## config.mk

```make
export PLATFORM = sky130hd
export DESIGN_NAME = scatter_gather_request_slicer_top
export DESIGN_NICKNAME = d
export VERILOG_FILES = /design/src/rtl/sgrs_pkg.sv /design/src/rtl/scatter_gather_request_slicer_top.sv /design/src/rtl/sgrs_front.sv /design/src/rtl/sgrs_queue.sv /design/src/rtl/sgrs_back.sv
export VERILOG_INCLUDE_DIRS = /design/src /design/src/rtl
export SDC_FILE = /design/constraint.sdc
export NUM_CORES = 1
export LEC_CHECK = 0
export ABC_AREA = 1
export BUFFER_PORTS_ARGS = -buffer_cell sky130_fd_sc_hd__buf_2
export CORE_MARGIN = 3
export CORE_UTILIZATION = 30
export CTS_CLUSTER_DIAMETER = 100
export DETAILED_ROUTE_END_ITERATION = 10
export PLACE_DENSITY = 0.44
export SYNTH_ARGS = -nofsm -noshare
export SYNTH_HDL_FRONTEND = slang
export SYNTH_SLANG_ARGS = --single-unit
```

## constraint.sdc

```tcl
create_clock -name clk -period 15.4 [get_ports clk]
set_clock_uncertainty 0.05 [all_clocks]
set_input_delay 0.77 -clock clk [delete_from_list [all_inputs] [get_ports clk]]
set_output_delay 0.77 -clock clk [all_outputs]
set_load 0.05 [all_outputs]
```

## src/rtl/scatter_gather_request_slicer_top_macros.svh

```systemverilog
// assertion macros shared by the scatter-gather request slicer
`ifndef SCATTER_GATHER_REQUEST_SLICER_TOP_MACROS_SVH
`define SCATTER_GATHER_REQUEST_SLICER_TOP_MACROS_SVH

// same-cycle implication, disabled while reset is asserted
`define SGRS_ASSERT_NOW(label, clk, rst_n, cond, prop) \
	label: assert property (@(posedge clk) disable iff (!(rst_n)) (cond) |-> (prop)) \
		else $error("slicer check failed");

// next-cycle implication, disabled while reset is asserted
`define SGRS_ASSERT_NEXT(label, clk, rst_n, cond, prop) \
	label: assert property (@(posedge clk) disable iff (!(rst_n)) (cond) |=> (prop)) \
		else $error("slicer check failed");

`endif

```

## src/rtl/sgrs_pkg.sv

```systemverilog
// shared types and constants for the scatter-gather request slicer
`timescale 1ns / 1ps

package sgrs_pkg;

	localparam int SECTOR_BYTES_DEF = 512;
	localparam int QUEUE_DEPTH_DEF  = 4;

	localparam int ADDR_W    = 32;
	localparam int OUT_LEN_W = 25;
	localparam int CFG_IDX_W = 8;

	// configuration register indexes
	localparam logic [CFG_IDX_W-1:0] CFG_PARTITION_START = 8'd0;
	localparam logic [CFG_IDX_W-1:0] CFG_ADMIN_SPACE     = 8'd1;

	// command bits: bit 0 is the direction, bit 1 marks admin commands
	localparam int CMD_WRITE_BIT = 0;
	localparam int CMD_ADMIN_BIT = 1;

	// one classified entry handed from the front to the back
	typedef struct packed {
		logic              first;
		logic              last;
		logic              hit;
		logic              is_write;
		logic [ADDR_W-1:0] addr;
		logic [ADDR_W-1:0] avail;
		logic [ADDR_W-1:0] target;
		logic [ADDR_W-1:0] dev_block;
	} front_item_t;

	// one descriptor in the output register
	typedef struct packed {
		logic [ADDR_W-1:0]    device_block;
		logic                 is_write;
		logic [ADDR_W-1:0]    out_addr;
		logic [OUT_LEN_W-1:0] out_len;
		logic                 out_last;
		logic                 list_short;
	} result_t;

endpackage

```

## src/rtl/scatter_gather_request_slicer_top.sv

```systemverilog
// top level of the scatter-gather request slicer
`timescale 1ns / 1ps
`include "scatter_gather_request_slicer_top_macros.svh"

// Slices a block request and its incoming scatter-gather entries into a
// trimmed descriptor stream for one member disk.
// s_axis: one incoming entry per transfer; the first entry of a request has
// tuser[0] set and carries command, start block, block count and sector skip.
// m_axis: descriptors with the translated disk block and direction; tlast
// marks the descriptor that completes the byte count, tuser[1] flags a list
// that ran out early. Entries after completion, and skipped entries other than
// the last entry of a list that ran out early, give no descriptor.
// cfg: register writes (partition start, admin space), always ready, to be
// written while no request is in flight.
// Throughput is one entry per cycle while the queue has room. The front
// classifies each accepted entry into the queue; the back trims it into
// the output register, from which its descriptor is shown.
// When m_axis stalls, the queue (QUEUE_DEPTH entries) absorbs entries until
// full, then s_axis_tready drops. Reset clears the queue, the output register,
// the open request and both config registers.
module scatter_gather_request_slicer_top #(
	parameter int SECTOR_BYTES = sgrs_pkg::SECTOR_BYTES_DEF,
	parameter int QUEUE_DEPTH  = sgrs_pkg::QUEUE_DEPTH_DEF
) (
	input  logic                           clk,
	input  logic                           arst_n,
	input  logic                           cfg_valid,
	output logic                           cfg_ready,
	input  logic [sgrs_pkg::CFG_IDX_W-1:0] cfg_index,
	input  logic [31:0]                    cfg_data,
	input  logic                           s_axis_tvalid,
	output logic                           s_axis_tready,
	// entry_addr, entry_len, block_addr, block_count, start_sector
	input  logic [127:0]                   s_axis_tdata,
	// first_entry, cmd
	input  logic [2:0]                     s_axis_tuser,
	input  logic                           s_axis_tlast,
	output logic                           m_axis_tvalid,
	input  logic                           m_axis_tready,
	// device_block, out_addr, out_len, zero pad
	output logic [95:0]                    m_axis_tdata,
	// is_write, list_short
	output logic [1:0]                     m_axis_tuser,
	output logic                           m_axis_tlast
);
	import sgrs_pkg::*;

	logic        q_in_valid;
	logic        q_in_ready;
	front_item_t q_in_data;
	logic        q_out_valid;
	logic        q_out_ready;
	front_item_t q_out_data;
	result_t     res;

	assign cfg_ready = 1'b1;

	// classification of incoming entries
	sgrs_front #(
		.SECTOR_BYTES(SECTOR_BYTES)
	) u_front (
		.clk         (clk),
		.arst_n      (arst_n),
		.cfg_valid   (cfg_valid),
		.cfg_index   (cfg_index),
		.cfg_data    (cfg_data),
		.in_valid    (s_axis_tvalid),
		.in_ready    (s_axis_tready),
		.first_entry (s_axis_tuser[0]),
		.last_entry  (s_axis_tlast),
		.entry_addr  (s_axis_tdata[31:0]),
		.entry_len   (s_axis_tdata[63:32]),
		.cmd         (s_axis_tuser[2:1]),
		.block_addr  (s_axis_tdata[95:64]),
		.block_count (s_axis_tdata[111:96]),
		.start_sector(s_axis_tdata[127:112]),
		.push_valid  (q_in_valid),
		.push_ready  (q_in_ready),
		.push_data   (q_in_data)
	);

	// decoupling queue
	sgrs_queue #(
		.DEPTH(QUEUE_DEPTH)
	) u_queue (
		.clk       (clk),
		.arst_n    (arst_n),
		.push_valid(q_in_valid),
		.push_ready(q_in_ready),
		.push_data (q_in_data),
		.pop_valid (q_out_valid),
		.pop_ready (q_out_ready),
		.pop_data  (q_out_data)
	);

	// trimming and output
	sgrs_back #(
		.SECTOR_BYTES(SECTOR_BYTES)
	) u_back (
		.clk      (clk),
		.arst_n   (arst_n),
		.pop_valid(q_out_valid),
		.pop_ready(q_out_ready),
		.pop_data (q_out_data),
		.out_valid(m_axis_tvalid),
		.out_ready(m_axis_tready),
		.out_data (res)
	);

	// output packing
	assign m_axis_tdata = {7'b0, res.out_len, res.out_addr, res.device_block};
	assign m_axis_tuser = {res.list_short, res.is_write};
	assign m_axis_tlast = res.out_last;

	// a short list never also completes the request
	`SGRS_ASSERT_NOW(a_short_not_last, clk, arst_n, m_axis_tvalid && m_axis_tuser[1], !m_axis_tlast)
	// an accepted entry is waiting in the queue on the next cycle
	`SGRS_ASSERT_NEXT(a_accept_queued, clk, arst_n, s_axis_tvalid && s_axis_tready, q_out_valid)
	// nothing queued and nothing shown means no descriptor next cycle
	`SGRS_ASSERT_NEXT(a_no_phantom, clk, arst_n, !q_out_valid && !m_axis_tvalid, !m_axis_tvalid)

endmodule

```

## src/rtl/sgrs_front.sv

```systemverilog
// front end: config registers, block translation and skip-region classification
`timescale 1ns / 1ps

module sgrs_front #(
	parameter int SECTOR_BYTES = 512
) (
	input  logic                          clk,
	input  logic                          arst_n,
	input  logic                          cfg_valid,
	input  logic [sgrs_pkg::CFG_IDX_W-1:0] cfg_index,
	input  logic [31:0]                   cfg_data,
	input  logic                          in_valid,
	output logic                          in_ready,
	input  logic                          first_entry,
	input  logic                          last_entry,
	input  logic [31:0]                   entry_addr,
	input  logic [31:0]                   entry_len,
	input  logic [1:0]                    cmd,
	input  logic [31:0]                   block_addr,
	input  logic [15:0]                   block_count,
	input  logic [15:0]                   start_sector,
	output logic                          push_valid,
	input  logic                          push_ready,
	output sgrs_pkg::front_item_t         push_data
);
	import sgrs_pkg::*;

	localparam int BYTE_W = 16 + $clog2(SECTOR_BYTES);

	logic [31:0]       part_start_q;
	logic [15:0]       admin_space_q;
	logic [BYTE_W-1:0] skip_left_q;
	logic              past_q;

	logic [BYTE_W-1:0] skip_cur;
	logic              past_cur;
	logic              hit;
	logic [BYTE_W-1:0] lead;
	logic              accept;

	assign in_ready   = push_ready;
	assign push_valid = in_valid;
	assign accept     = in_valid && push_ready;

	// configuration writes
	always_ff @(posedge clk or negedge arst_n) begin
		if (!arst_n) begin
			part_start_q  <= '0;
			admin_space_q <= '0;
		end else if (cfg_valid) begin
			unique case (cfg_index)
				CFG_PARTITION_START: part_start_q  <= cfg_data;
				CFG_ADMIN_SPACE:     admin_space_q <= cfg_data[15:0];
				default: ;
			endcase
		end
	end

	// skip region test against the bytes still to be skipped
	always_comb begin
		skip_cur = first_entry ? BYTE_W'(start_sector * SECTOR_BYTES) : skip_left_q;
		past_cur = first_entry ? 1'b0 : past_q;
		hit      = past_cur || (entry_len > 32'(skip_cur));
		lead     = past_cur ? '0 : skip_cur;
	end

	// classified entry
	always_comb begin
		push_data.first    = first_entry;
		push_data.last     = last_entry;
		push_data.hit      = hit;
		push_data.is_write = cmd[CMD_WRITE_BIT];
		push_data.addr     = entry_addr + 32'(lead);
		push_data.avail    = entry_len - 32'(lead);
		push_data.target   = 32'(block_count * SECTOR_BYTES);
		if (cmd[CMD_ADMIN_BIT])
			push_data.dev_block = block_addr + part_start_q;
		else
			push_data.dev_block = block_addr + 32'(admin_space_q) + part_start_q;
	end

	// skip state advances with every accepted entry
	always_ff @(posedge clk or negedge arst_n) begin
		if (!arst_n) begin
			skip_left_q <= '0;
			past_q      <= 1'b0;
		end else if (accept) begin
			past_q      <= hit;
			skip_left_q <= hit ? '0 : skip_cur - BYTE_W'(entry_len);
		end
	end

endmodule

```

## src/rtl/sgrs_queue.sv

```systemverilog
// small queue of classified entries between front and back
`timescale 1ns / 1ps

module sgrs_queue #(
	parameter int DEPTH = 4
) (
	input  logic                  clk,
	input  logic                  arst_n,
	input  logic                  push_valid,
	output logic                  push_ready,
	input  sgrs_pkg::front_item_t push_data,
	output logic                  pop_valid,
	input  logic                  pop_ready,
	output sgrs_pkg::front_item_t pop_data
);
	import sgrs_pkg::*;

	localparam int PTR_W = (DEPTH > 1) ? $clog2(DEPTH) : 1;
	localparam int CNT_W = $clog2(DEPTH + 1);

	front_item_t      mem_q [DEPTH];
	logic [PTR_W-1:0] wr_ptr_q;
	logic [PTR_W-1:0] rd_ptr_q;
	logic [CNT_W-1:0] count_q;
	logic             do_push;
	logic             do_pop;

	assign push_ready = count_q != CNT_W'(DEPTH);
	assign pop_valid  = count_q != '0;
	assign pop_data   = mem_q[rd_ptr_q];
	assign do_push    = push_valid && push_ready;
	assign do_pop     = pop_valid && pop_ready;

	// storage
	always_ff @(posedge clk) begin
		if (do_push)
			mem_q[wr_ptr_q] <= push_data;
	end

	// pointers and fill count
	always_ff @(posedge clk or negedge arst_n) begin
		if (!arst_n) begin
			wr_ptr_q <= '0;
			rd_ptr_q <= '0;
			count_q  <= '0;
		end else begin
			if (do_push)
				wr_ptr_q <= (wr_ptr_q == PTR_W'(DEPTH - 1)) ? '0 : wr_ptr_q + 1'b1;
			if (do_pop)
				rd_ptr_q <= (rd_ptr_q == PTR_W'(DEPTH - 1)) ? '0 : rd_ptr_q + 1'b1;
			if (do_push && !do_pop)
				count_q <= count_q + 1'b1;
			else if (do_pop && !do_push)
				count_q <= count_q - 1'b1;
		end
	end

endmodule

```

## src/rtl/sgrs_back.sv

```systemverilog
// back end: byte accounting, trimming and the output register
`timescale 1ns / 1ps

module sgrs_back #(
	parameter int SECTOR_BYTES = 512
) (
	input  logic                  clk,
	input  logic                  arst_n,
	input  logic                  pop_valid,
	output logic                  pop_ready,
	input  sgrs_pkg::front_item_t pop_data,
	output logic                  out_valid,
	input  logic                  out_ready,
	output sgrs_pkg::result_t     out_data
);
	import sgrs_pkg::*;

	localparam int BYTE_W = 16 + $clog2(SECTOR_BYTES);

	logic              busy_q;
	logic [BYTE_W-1:0] remain_q;
	logic [31:0]       dev_q;
	logic              wr_q;
	logic              out_valid_q;
	result_t           out_q;

	logic              pop;
	logic              open;
	logic [BYTE_W-1:0] remain;
	logic              take;
	logic [BYTE_W-1:0] len;
	logic              done;
	logic              short_list;
	logic              res_valid;
	result_t           res;

	assign pop_ready = !out_valid_q || out_ready;
	assign pop       = pop_valid && pop_ready;
	assign out_valid = out_valid_q;
	assign out_data  = out_q;

	// trim against the bytes still owed to the request
	always_comb begin
		open       = pop_data.first ? (pop_data.target != '0) : busy_q;
		remain     = pop_data.first ? BYTE_W'(pop_data.target) : remain_q;
		take       = pop_data.avail >= 32'(remain);
		len        = take ? remain : BYTE_W'(pop_data.avail);
		done       = open && pop_data.hit && take;
		short_list = open && !done && pop_data.last;
		res_valid  = open && (pop_data.hit || short_list);
	end

	// descriptor fields
	always_comb begin
		res.device_block = pop_data.first ? pop_data.dev_block : dev_q;
		res.is_write     = pop_data.first ? pop_data.is_write : wr_q;
		res.out_addr     = pop_data.hit ? pop_data.addr : '0;
		res.out_len      = pop_data.hit ? OUT_LEN_W'(len) : '0;
		res.out_last     = done;
		res.list_short   = short_list;
	end

	// request state
	always_ff @(posedge clk or negedge arst_n) begin
		if (!arst_n) begin
			busy_q   <= 1'b0;
			remain_q <= '0;
			dev_q    <= '0;
			wr_q     <= 1'b0;
		end else if (pop) begin
			busy_q   <= open && !done && !pop_data.last;
			remain_q <= (open && pop_data.hit) ? remain - len : remain;
			if (pop_data.first) begin
				dev_q <= pop_data.dev_block;
				wr_q  <= pop_data.is_write;
			end
		end
	end

	// output register valid
	always_ff @(posedge clk or negedge arst_n) begin
		if (!arst_n)
			out_valid_q <= 1'b0;
		else if (pop)
			out_valid_q <= res_valid;
		else if (out_ready)
			out_valid_q <= 1'b0;
	end

	// output register payload
	always_ff @(posedge clk) begin
		if (pop && res_valid)
			out_q <= res;
	end

endmodule
```

Word level (Yosys, flattened, before mapping)
Memory sizes are Yosys's and may differ from the RTL's.
Index checks and enable logic that the tools add are counted.

word-level totals
  bits in registers = 233
  output and inout port bits = 102
  logic and storage cells = 81
  memory bits (writable) = 464
  memories = 1

memory list
  name           words  bits a word  read ports  clocked after memory_dff  write ports  RTL line          source
  u_queue.mem_q  4      116          1           0                         1            sgrs_queue.sv:21  front_item_t mem_q [DEPTH];

cells by class
  magnitude comparators = 2
  equality and inequality tests = 4
  reductions and logical operators = 26
  add/subtract/negate cells = 11
  mux-type cells = 19

operators by type and width
  cell                                                                    count
  25-bit two-way mux                                                      6
  32-bit adder                                                            2
  32-bit two-way mux                                                      2
  25-bit subtractor                                                       2
  32-bit by 16-bit adder with 32-bit output                               1
  32-bit by 25-bit adder with 32-bit output                               1
  32-bit by 25-bit greater-or-equal comparator with 1-bit output          1
  32-bit by 25-bit greater-than comparator with 1-bit output              1
  32-bit nonzero test                                                     1
  32-bit by 25-bit subtractor with 32-bit output                          1
  1-bit logical AND                                                       11
  8-bit by 1-bit equality test with 1-bit output (second input constant)  1
  8-bit zero test                                                         1
  1-bit two-way mux                                                       7
  3-bit two-way mux                                                       2
  1-bit zero test                                                         5
  2-bit by 1-bit adder with 2-bit output (second input constant)          2
  2-bit equality test (second input constant)                             2
  2-bit two-way mux                                                       2
  2-bit AND reduction                                                     2
  2-bit nonzero test                                                      2
  3-bit by 1-bit adder with 3-bit output (second input constant)          1
  1-bit logical OR                                                        3
  3-bit != test (second input constant)                                   1
  other kinds (2)                                                         2

Depth between registers and ports, before layout
Gate-level depths: netlist of the first run.
An unclocked memory read counts as a cell.

  depth after elaboration = 11
  gate-level depth with buffers = 41
  mapped depth without buffers = 36

By module
A second synthesis of the first run with hierarchy kept.

second synthesis, totals
  cell total of the unflattened synthesis = 4972
  area, all modules = 44352.5 µm²

modules (own cells, without submodules)
  module                             area each (µm²)  cells an instance  sequential area each (µm²)  times used
  sgrs_queue                         21583.2          1599               16030.4                     1
  sgrs_front                         13962.1          2307               1851.8                      1
  sgrs_back                          8739.6           1056               4264.1                      1
  scatter_gather_request_slicer_top  67.6             10                 0.0                         1

Worst setup path before layout of the first run
OpenSTA, ideal clock, no wires.

  path type = register -> register
  start point = register u_queue.count_q[1]
  end point = memory u_queue.mem_q[0][0] (netlist name), enable pin
  path slack = 8.638 ns
  data required time = 14.757 ns
  period minus slack after synthesis = 6.762 ns
  stages on the path, launching flop included = 6
  data arrival time = 6.119 ns
  setup time = 0.593 ns
  path through = dfrtp_1 > inv_1 > nand3_1 > nand2_1 > clkbuf_1 > nor2_1

on the way
  word-level cells in the longest chain between the ends = 4

ends and longest elaborated chain
  item                                     RTL line                                 source
  start, declared                          sgrs_queue.sv:24                         logic [CNT_W-1:0] count_q;
  start signal, assigned                   sgrs_queue.sv:52                         count_q <= count_q + 1'b1;
  start signal, assigned                   sgrs_queue.sv:54                         count_q <= count_q - 1'b1;
  3-bit != test                            sgrs_queue.sv:28                         assign push_ready = count_q != CNT_W'(DEPTH);
  net s_axis_tready                        scatter_gather_request_slicer_top.sv:32  output logic s_axis_tready,
  1-bit logical AND                        sgrs_queue.sv:31                         assign do_push = push_valid && push_ready;
  1-bit two-way mux                        sgrs_queue.sv:36                         if (do_push)
  1-bit two-way mux (not written as such)  sgrs_queue.sv:37                         mem_q[wr_ptr_q] <= push_data;
  end, declared                            sgrs_queue.sv:21

The timed path passes the listed nets, and every way through them passes these cells.

Worst setup path after layout of the first run
  start point = register u_queue.rd_ptr_q[0]
  end point = register u_back.remain_q[24]

on the way
  word-level cells in the longest chain between the ends = 6
  elaborated cells on any way between the ends = 9
  those cells by class = 1 x add/sub; 1 x order compare; 4 x mux; 2 x reduce/logical; 1 x memory

ends and longest elaborated chain
  item                                                            RTL line          source
  start, declared                                                 sgrs_queue.sv:23  logic [PTR_W-1:0] rd_ptr_q;
  start signal, assigned                                          sgrs_queue.sv:50  rd_ptr_q <= (rd_ptr_q == PTR_W'(DEPTH - 1)) ? '0 : rd_ptr_q + 1'b1;
  memory read 4 x 116 bit (*)                                     -
  25-bit two-way mux                                              sgrs_back.sv:45   remain = pop_data.first ? BYTE_W'(pop_data.target) : remain_q;
  32-bit by 25-bit greater-or-equal comparator with 1-bit output  sgrs_back.sv:46   take = pop_data.avail >= 32'(remain);
  25-bit two-way mux (*)                                          sgrs_back.sv:47   len = take ? remain : BYTE_W'(pop_data.avail);
  net u_back.len[1]                                               sgrs_back.sv:31   logic [BYTE_W-1:0] len;
  25-bit subtractor (*)                                           sgrs_back.sv:72   remain_q <= (open && pop_data.hit) ? remain - len : remain;
  25-bit two-way mux (*)                                          sgrs_back.sv:72
  end signal, assigned                                            sgrs_back.sv:72
  end, declared                                                   sgrs_back.sv:21   logic [BYTE_W-1:0] remain_q;

The timed path passes the listed nets; every way through them passes the cells marked *.
A chain may end at the register's enable or synchronous reset.

==> flow_summary.toml, run 1 <==
[yosys]
yosys_warnings = 0
ys_async_sr_fraction_pct = 20.23
synth_ff_type = "edfxtp_1"
synthCells = 4147
synth-edff-count = 556
syn_avg_cell_area_um2 = 9.281
yosysSeqAreaShare_pct = 52.55
ys_ff_latch = 697
synth_cell_types = 48
syn-cell-area_mm2 = 0.03849

[drt]
wire_per_inst_um = 19.70
vias = 29670
dr.pass1.iters = 5
drtIter0Drc = 2228
postRouteAntennaNets = 0
wirelength_um = 120600
drc = 0
routed_via_density = 4.847

[global_route]
grt_overflow_total = 0
grt_pass1_vias = 28940
grt_antenna_before_repair = 26
grt_max_degree = 97
grt_first_pass_wirelength_um = 181400
grt_util_all_layers_pct = 18.01

[finish]
fin_nets = 4819
syn_to_final_growth_pct = 15.37
multiInputGateArea_mm2 = 0.01589
fillers = 13100
register_area_mm2 = 0.02023
instances_no_fill = 6121
drive_gt1_share_pct = 10.49
layout_commonest_cell = "nand2_1"
layout_common_cells = "776 x nand2_1, 556 x edfxtp_1, 539 x o21ai_0, 456 x inv_1, 455 x nor2_1"

[setup_path]
arrival_ps = 7900
cpLargestDelayFamily = "simple AND/OR/NAND/NOR gates"
cpPeakStageDelay_ps = 870
timing.critical_path.mode_cell = "nand2_1"
path_buf_inv = 4
cpMaxStageDelayCell = "buf_4"
required_ps = 15910
critPathMaxFanout = 96
worstSetupStartpointType = "flop"
worstSetupEndpointType = "flop"
rrSetupSlack_ps = 8010
path_class = "reg -> reg"

[timing]
setup_violations = 0
slew_headroom_pct = 18.50
finalHoldViolations = 0
fin_crit_sh_pct = 48.00
layout_min_cycle_time_ps = 7392
fmax_ghz = 0.1353
setup_tns_ps = 0
drv_slew = 0
rsz0062_at_grt = "false"
tightestPinTransition_ps = 1210

[clock_network]
h-tree-depth = 3
worstSkewPairLatency_ps = 680
cts_setup_buffers = 0
clock_tree.root_cell = "clkbuf_16"
cts_tree = "done"
path_clk_slew_ps = 60
ctsResizeCount = 0
clock-sinks = 697
clk_path_buf_depth = 3
cts_buffers = 83

[power_and_ir_drop]
seq_power_share_pct = 30.5
p_sw_share_pct = 45.39
clkPwrFrac_pct = 22.0
p_int_w = 0.005141
pwr-share-comb_pct = 47.5
peakVddDrop_uv = 125.3
p_leak_nw = 18.72
power.total_w = 0.009414
p_sw_w = 0.004273
p_per_area_mw_per_mm2 = 212.0

[placement]
dp_cells = 5954
hpwl_um = 86990
place_congestion = 0.8833
port_buffers = 270

[die]
die_area_mm2 = 0.1326
start_util_pct = 30.41
rows = 130
fp.dieW_um = 364.2
die_y_um = 364.2
core_area_mm2 = 0.1265
io_pins = 279

[hold_path]
min_path_type = "in -> reg"

[flow_run]
maxCapViolations = 0

[run_status]
status = "complete, no violations"
-- per-layer routing --
| metal | global-route usage, % | share of wire (%) | up-vias |
|---|---|---|---|
| li1 | - | - | 14670 |
| met1 | 26.92 | 50 | 14170 |
| met2 | 26.55 | 42 | 695 |
| met3 | 3.606 | 6.4 | 117 |
| met4 | 4.352 | 1.7 | 8 |
| met5 | 0 | 0.038 | - |
-- cells in the mapped netlist (2+ instances only) --
| cell type | count | area [µm²] |
|---|---|---|
| a211oi_1 | 4 | 30.03 |
| a21boi_0 | 8 | 60.06 |
| a21o_1 | 26 | 195.2 |
| a21oi_1 | 232 | 1161 |
| a221oi_1 | 10 | 87.58 |
| a31oi_1 | 11 | 68.82 |
| a32o_1 | 2 | 20.02 |
| and2_1 | 4 | 25.02 |
| and3_1 | 3 | 18.77 |
| buf_1 | 5 | 18.77 |
| buf_2 | 24 | 120.1 |
| buf_4 | 12 | 90.09 |
| buf_6 | 12 | 135.1 |
| clkbuf_1 | 94 | 352.8 |
| clkinv_1 | 2 | 7.510 |
| conb_1 | 2 | 7.510 |
| dfrtp_1 | 141 | 3528 |
| edfxtp_1 | 556 | 16700 |
| fa_1 | 37 | 740.7 |
| ha_1 | 215 | 2690 |
| inv_1 | 456 | 1712 |
| inv_2 | 3 | 11.26 |
| nand2_1 | 776 | 2913 |
| nand2_2 | 2 | 12.51 |
| nand3_1 | 117 | 585.6 |
| nand3b_1 | 19 | 142.6 |
| nand4_1 | 21 | 131.4 |
| nor2_1 | 460 | 1727 |
| nor2_2 | 2 | 12.51 |
| nor3_1 | 23 | 115.1 |
| nor4_1 | 12 | 75.07 |
| o2111ai_1 | 3 | 26.28 |
| o211ai_1 | 16 | 120.1 |
| o21a_1 | 12 | 90.09 |
| o21ai_0 | 539 | 2698 |
| o21ai_1 | 34 | 170.2 |
| o21bai_1 | 26 | 195.2 |
| o221ai_1 | 2 | 17.52 |
| o22ai_1 | 93 | 581.8 |
| o31ai_1 | 2 | 15.01 |
| or2_2 | 20 | 125.1 |
| xnor2_1 | 40 | 350.3 |
| xor2_1 | 64 | 560.5 |
-- cells by family after synthesis --
kind of cell / Yosys count / synth area share, %
AO/OA/AOI/OAI: 1021 / 14.43
XOR/XNOR: 104 / 2.367
adder cells (fa/ha/maj): 252 / 8.914
buffers and inverters: 610 / 6.394
flip-flops: 697 / 52.55
multiplexers: 1 / 0.02601
other: 2 / 0.01951
AND/OR/NAND/NOR: 1460 / 15.31
-- cell type report --
type	instances	share of cell area [%]
Timing Repair Buffer	300	3.570
Sequential cell	697	45.56
Clock buffer	98	4.827
Clock inverter	58	1.626
Multi-Input combinational cell	2846	35.78
Inverter	462	3.925
Tap cell	1650	4.649
Antenna cell	10	0.05636
-- state kept, by name, summed over array words and instances (netlist names) --
| register | cells |
|---|---|
| u_queue.mem_q | 464 |
| u_back.out_data | 92 |
| u_front.part_start_q | 32 |
| u_back.dev_q | 32 |
| u_queue.rd_ptr_q | 2 |
| u_queue.count_q | 3 |
| u_front.admin_space_q | 16 |
| u_back.out_valid | 1 |
| u_back.remain_q | 25 |
| u_front.skip_left_q | 25 |
| u_back.busy_q | 1 |
| u_back.wr_q | 1 |
| u_front.past_q | 1 |
| u_queue.wr_ptr_q | 2 |
-- power by group through the flow --
stage	sequential, W	clock, W	combinational, W
6_report	0.00287	0.00207	0.00447
5_1_grt	0.00292	0.00221	0.00504
4_1_cts	0.00288	0.00214	0.00451
3_5_place_dp	0.00292	0	0.00448
3_3_place_gp	0.00292	0	0.00449
2_1_floorplan	0.00337	0	0.00272
-- timing repair --
| item | in CTS | in global routing |
|---|---|---|
| endpoints found under the hold margin | 36 | 0 |
| endpoints found under the setup margin | 0 | 0 |
| hold buffers | 1 | 0 |
-- path summary, 6_finish.rpt --
path	startpoint	to	depth (start not counted)
worst min-delay path	s_axis_tdata[99]	u_queue.mem_q[0][35]	1
worst max-delay path	u_queue.rd_ptr_q[0]	u_back.remain_q[24]	31
min in group asynchronous	arst_n	u_front.admin_space_q[0]	2
max in group asynchronous	arst_n	u_queue.rd_ptr_q[0]	3
worst min register to register	u_front.skip_left_q[13]	u_front.skip_left_q[13]	2
worst max register to register	u_queue.rd_ptr_q[0]	u_back.remain_q[24]	31
-- through the flow --
| stage | utilization [%] | cell area, µm² | setup slack, ps | hold WS (ps) |
|---|---|---|---|---|
| finish | 35.09 | 44400 | 8008 | 265.9 |
| global route | 35.07 | 44380 | 7247 | 231.5 |
| floorplan | - | 38510 | 8638 | 393.8 |
| detailed placement | 32.80 | 41500 | 8018 | 413.5 |
| global placement | 32.80 | 41500 | 8101 | 409.7 |
| CTS | 35.07 | 44380 | 7999 | 194.7 |
-- worst register-to-register path, delay by kind of cell, from the launching register on --
| family | cells | cell delay (ps) |
|---|---|---|
| AOI/OAI and AO/OA | 4 | 1450 |
| adders and majority gates | 2 | 770 |
| buffers and inverters | 4 | 1910 |
| DFF | 1 | 810 |
| and+or+nand+nor | 21 | 2280 |
No activity file was read; power rests on OpenSTA's default activity.
==> run 2, diff against run 1 <==
--- a/config.mk
+++ b/config.mk
@@ -12,7 +12,7 @@
 export CORE_UTILIZATION = 30
 export CTS_CLUSTER_DIAMETER = 100
 export DETAILED_ROUTE_END_ITERATION = 10
-export PLACE_DENSITY = 0.44
+export PLACE_DENSITY = 0.46
 export SYNTH_ARGS = -nofsm -noshare
 export SYNTH_HDL_FRONTEND = slang
 export SYNTH_SLANG_ARGS = --single-unit
==> constraint.sdc (replaced) <==
create_clock -name clk -period 6.3 [get_ports clk]
set_clock_uncertainty 0.05 [all_clocks]
set_input_delay 0.315 -clock clk [delete_from_list [all_inputs] [get_ports clk]]
set_output_delay 0.315 -clock clk [all_outputs]
set_load 0.05 [all_outputs]
==> run 2 against run 1 <==
Net effect:
- worst setup slack worse by 7400 ps
- largest cell class unchanged
- global-route usage is 0.13 points lower
- critical path depth is 1 higher
- core utilization is 0.52 points higher
- largest power group unchanged
==> flow_summary.toml, run 2 (synthesis gave the netlist of run 1 again) <==
[power_and_ir_drop]
p_leak_nw = 19.00
peakVddDrop_uv = 336.9
p_per_area_mw_per_mm2 = 511.3
clkPwrFrac_pct = 21.4
seq_power_share_pct = 30.1
p_int_w = 0.01263
p_sw_share_pct = 45.15
pwr-share-comb_pct = 48.5
p_sw_w = 0.01040

[timing]
tightestPinTransition_ps = 1104
setup_violations = 0
drv_slew = 0
fmax_ghz = 0.1767
fin_crit_sh_pct = 89.82
slew_headroom_pct = 26.22
layout_min_cycle_time_ps = 5659
finalHoldViolations = 0
rsz0062_at_grt = "false"

[setup_path]
arrival_ps = 6160
critPathMaxFanout = 77
worstRegToRegCells = 32
cpPeakStageDelay_ps = 530
cpMaxStageDelayCell = "dfrtp_4"
rrSetupSlack_ps = 640
required_ps = 6800
worstSetupStartpointType = "flop"
timing.critical_path.mode_cell = "nand2_1"
worstReg2RegStart = "u_queue.rd_ptr_q[0]"
path_class = "reg -> reg"
r2r-end = "u_back.remain_q[24]"
worstSetupEndpointType = "flop"

[finish]
drive_gt1_share_pct = 10.43
multiInputGateArea_mm2 = 0.01589
layout_commonest_cell = "nand2_1"
fin_nets = 4884
fillers = 12980
largest_register = "u_queue.mem_q"
syn_to_final_growth_pct = 17.06
stdcell_area_mm2 = 0.04506
register_area_mm2 = 0.02023
largest_reg_flops = 464
instances_no_fill = 6179
layout_common_cells = "776 x nand2_1, 556 x edfxtp_1, 539 x o21ai_0, 456 x inv_1, 455 x nor2_1"

[die]
die_y_um = 364.2
rows = 130
die_area_mm2 = 0.1326
fp.dieW_um = 364.2
start_util_pct = 30.41
core_area_mm2 = 0.1265
io_pins = 279

[clock_network]
clock-sinks = 697
worstSkewPairLatency_ps = 680
clock_tree.root_cell = "clkbuf_16"
path_clk_slew_ps = 60
cts_setup_buffers = 0
cts_buffers = 84
cts_tree = "done"
h-tree-depth = 3
clk_path_buf_depth = 3
ctsResizeCount = 0

[global_route]
grt_max_degree = 117
grt_overflow_total = 0
grt_pass1_vias = 29190
grt_first_pass_wirelength_um = 180700
grt_antenna_before_repair = 14
grt_util_all_layers_pct = 17.87

[drt]
dr.pass1.iters = 5
postRouteAntennaNets = 0
drc = 0
wirelength_um = 120100
routed_via_density = 4.849
drtIter0Drc = 2170
wire_per_inst_um = 19.43
vias = 29960

[hold_path]
holdPathStages = 2
hold_end = "u_queue.mem_q[3][107]"
min_path_type = "in -> reg"
min-delay-start = "s_axis_tdata[27]"

[flow_run]
maxCapViolations = 0

[placement]
port_buffers = 270
dp_cells = 5963
place_congestion = 0.8925
placed_area_mm2 = 0.04168
hpwl_um = 85650

[run_status]
status = "complete, no violations"
-- run 2: changes by cell type in the layout (fill, tap and decap cells not counted), moves of 2 or more --
cell           before  now
bufinv_16          13    7
diode_2            10    5
dlygate4sd3_1       1   56
buf_12              0    9
inv_6               6    4
clkinv_2           19   12
clkbuf_8            1    9
clkbuf_1           14   17
inv_16              0    3
-- run 2: worst max-delay path by stage --
| stage | cells past startpoint | slack (ps) | start | endpoint |
|---|---|---|---|---|
| floorplan | 5 | -460 | u_queue.count_q[1] | u_queue.mem_q[0][0] |
| global placement | 32 | 680 | u_queue.rd_ptr_q[0] | u_back.remain_q[24] |
| detailed placement | 32 | 620 | u_queue.rd_ptr_q[0] | u_back.remain_q[24] |
| CTS | 32 | 590 | u_queue.rd_ptr_q[0] | u_back.remain_q[24] |
| global route | 33 | 110 | u_queue.rd_ptr_q[0] | u_back.remain_q[24] |
| finish | 32 | 640 | u_queue.rd_ptr_q[0] | u_back.remain_q[24] |
-- run 2: what timing repair did --
action,in CTS,in global routing
hold buffers,56,0
hold endpoints to repair,191,0
endpoints found under the setup margin,0,0
-- run 2: per-layer routing --
| layer | routed length [µm] | GRT usage (%) | part of all wire, % | vias up |
|---|---|---|---|---|
| met5 | 63 | 0 | 0.052 | - |
| met1 | 58800 | 26.08 | 49 | 14310 |
| met2 | 52180 | 27.55 | 43 | 676 |
| met4 | 2306 | 3.843 | 1.9 | 10 |
| li1 | - | - | - | 14810 |
| met3 | 6738 | 3.273 | 5.6 | 154 |
-- run 2: power by group through the flow --
stage	registers (W)	clock network (W)	logic [W]
finish	0.00694	0.00492	0.0112
detailed placement	0.00703	0	0.0112
CTS	0.00695	0.00508	0.0113
global placement	0.00704	0	0.0113
floorplan	0.00824	0	0.00664
global route	0.00705	0.00524	0.0125
-- run 2: cell type report --
| class | instances | area share (%) |
|---|---|---|
| repair buffers | 364 | 5.140 |
| multi-input cells | 2846 | 35.27 |
| inverters | 462 | 3.868 |
| diodes | 5 | 0.02777 |
| clock inverters | 45 | 1.130 |
| well taps | 1650 | 4.582 |
| clock buffers | 110 | 5.082 |
| flip-flops and latches | 697 | 44.90 |
-- run 2: worst max-delay path: cells and delay by family (launching register included) --
family | cells | cell delay, ps
AOI/OAI and AO/OA | 5 | 1020
adders and majority gates | 2 | 790
buffers and inverters | 6 | 1170
DFF | 1 | 530
and+or+nand+nor | 19 | 1980
-- run 2: through the flow --
step / setup WS [ps] / power, W / hold slack, ps / util (%) / TNS (ps)
CTS: 590.3 / 0.02333 / 9.898 / 35.59 / 0
finish: 641.4 / 0.02304 / 66.41 / 35.60 / 0
floorplan: -461.7 / 0.01488 / -30.59 / - / -214220
detailed placement: 615.9 / 0.01826 / 289.9 / 32.94 / 0
global placement: 684.2 / 0.01831 / 289.3 / 32.94 / 0
global route: 107.1 / 0.02479 / 27.63 / 35.60 / 0
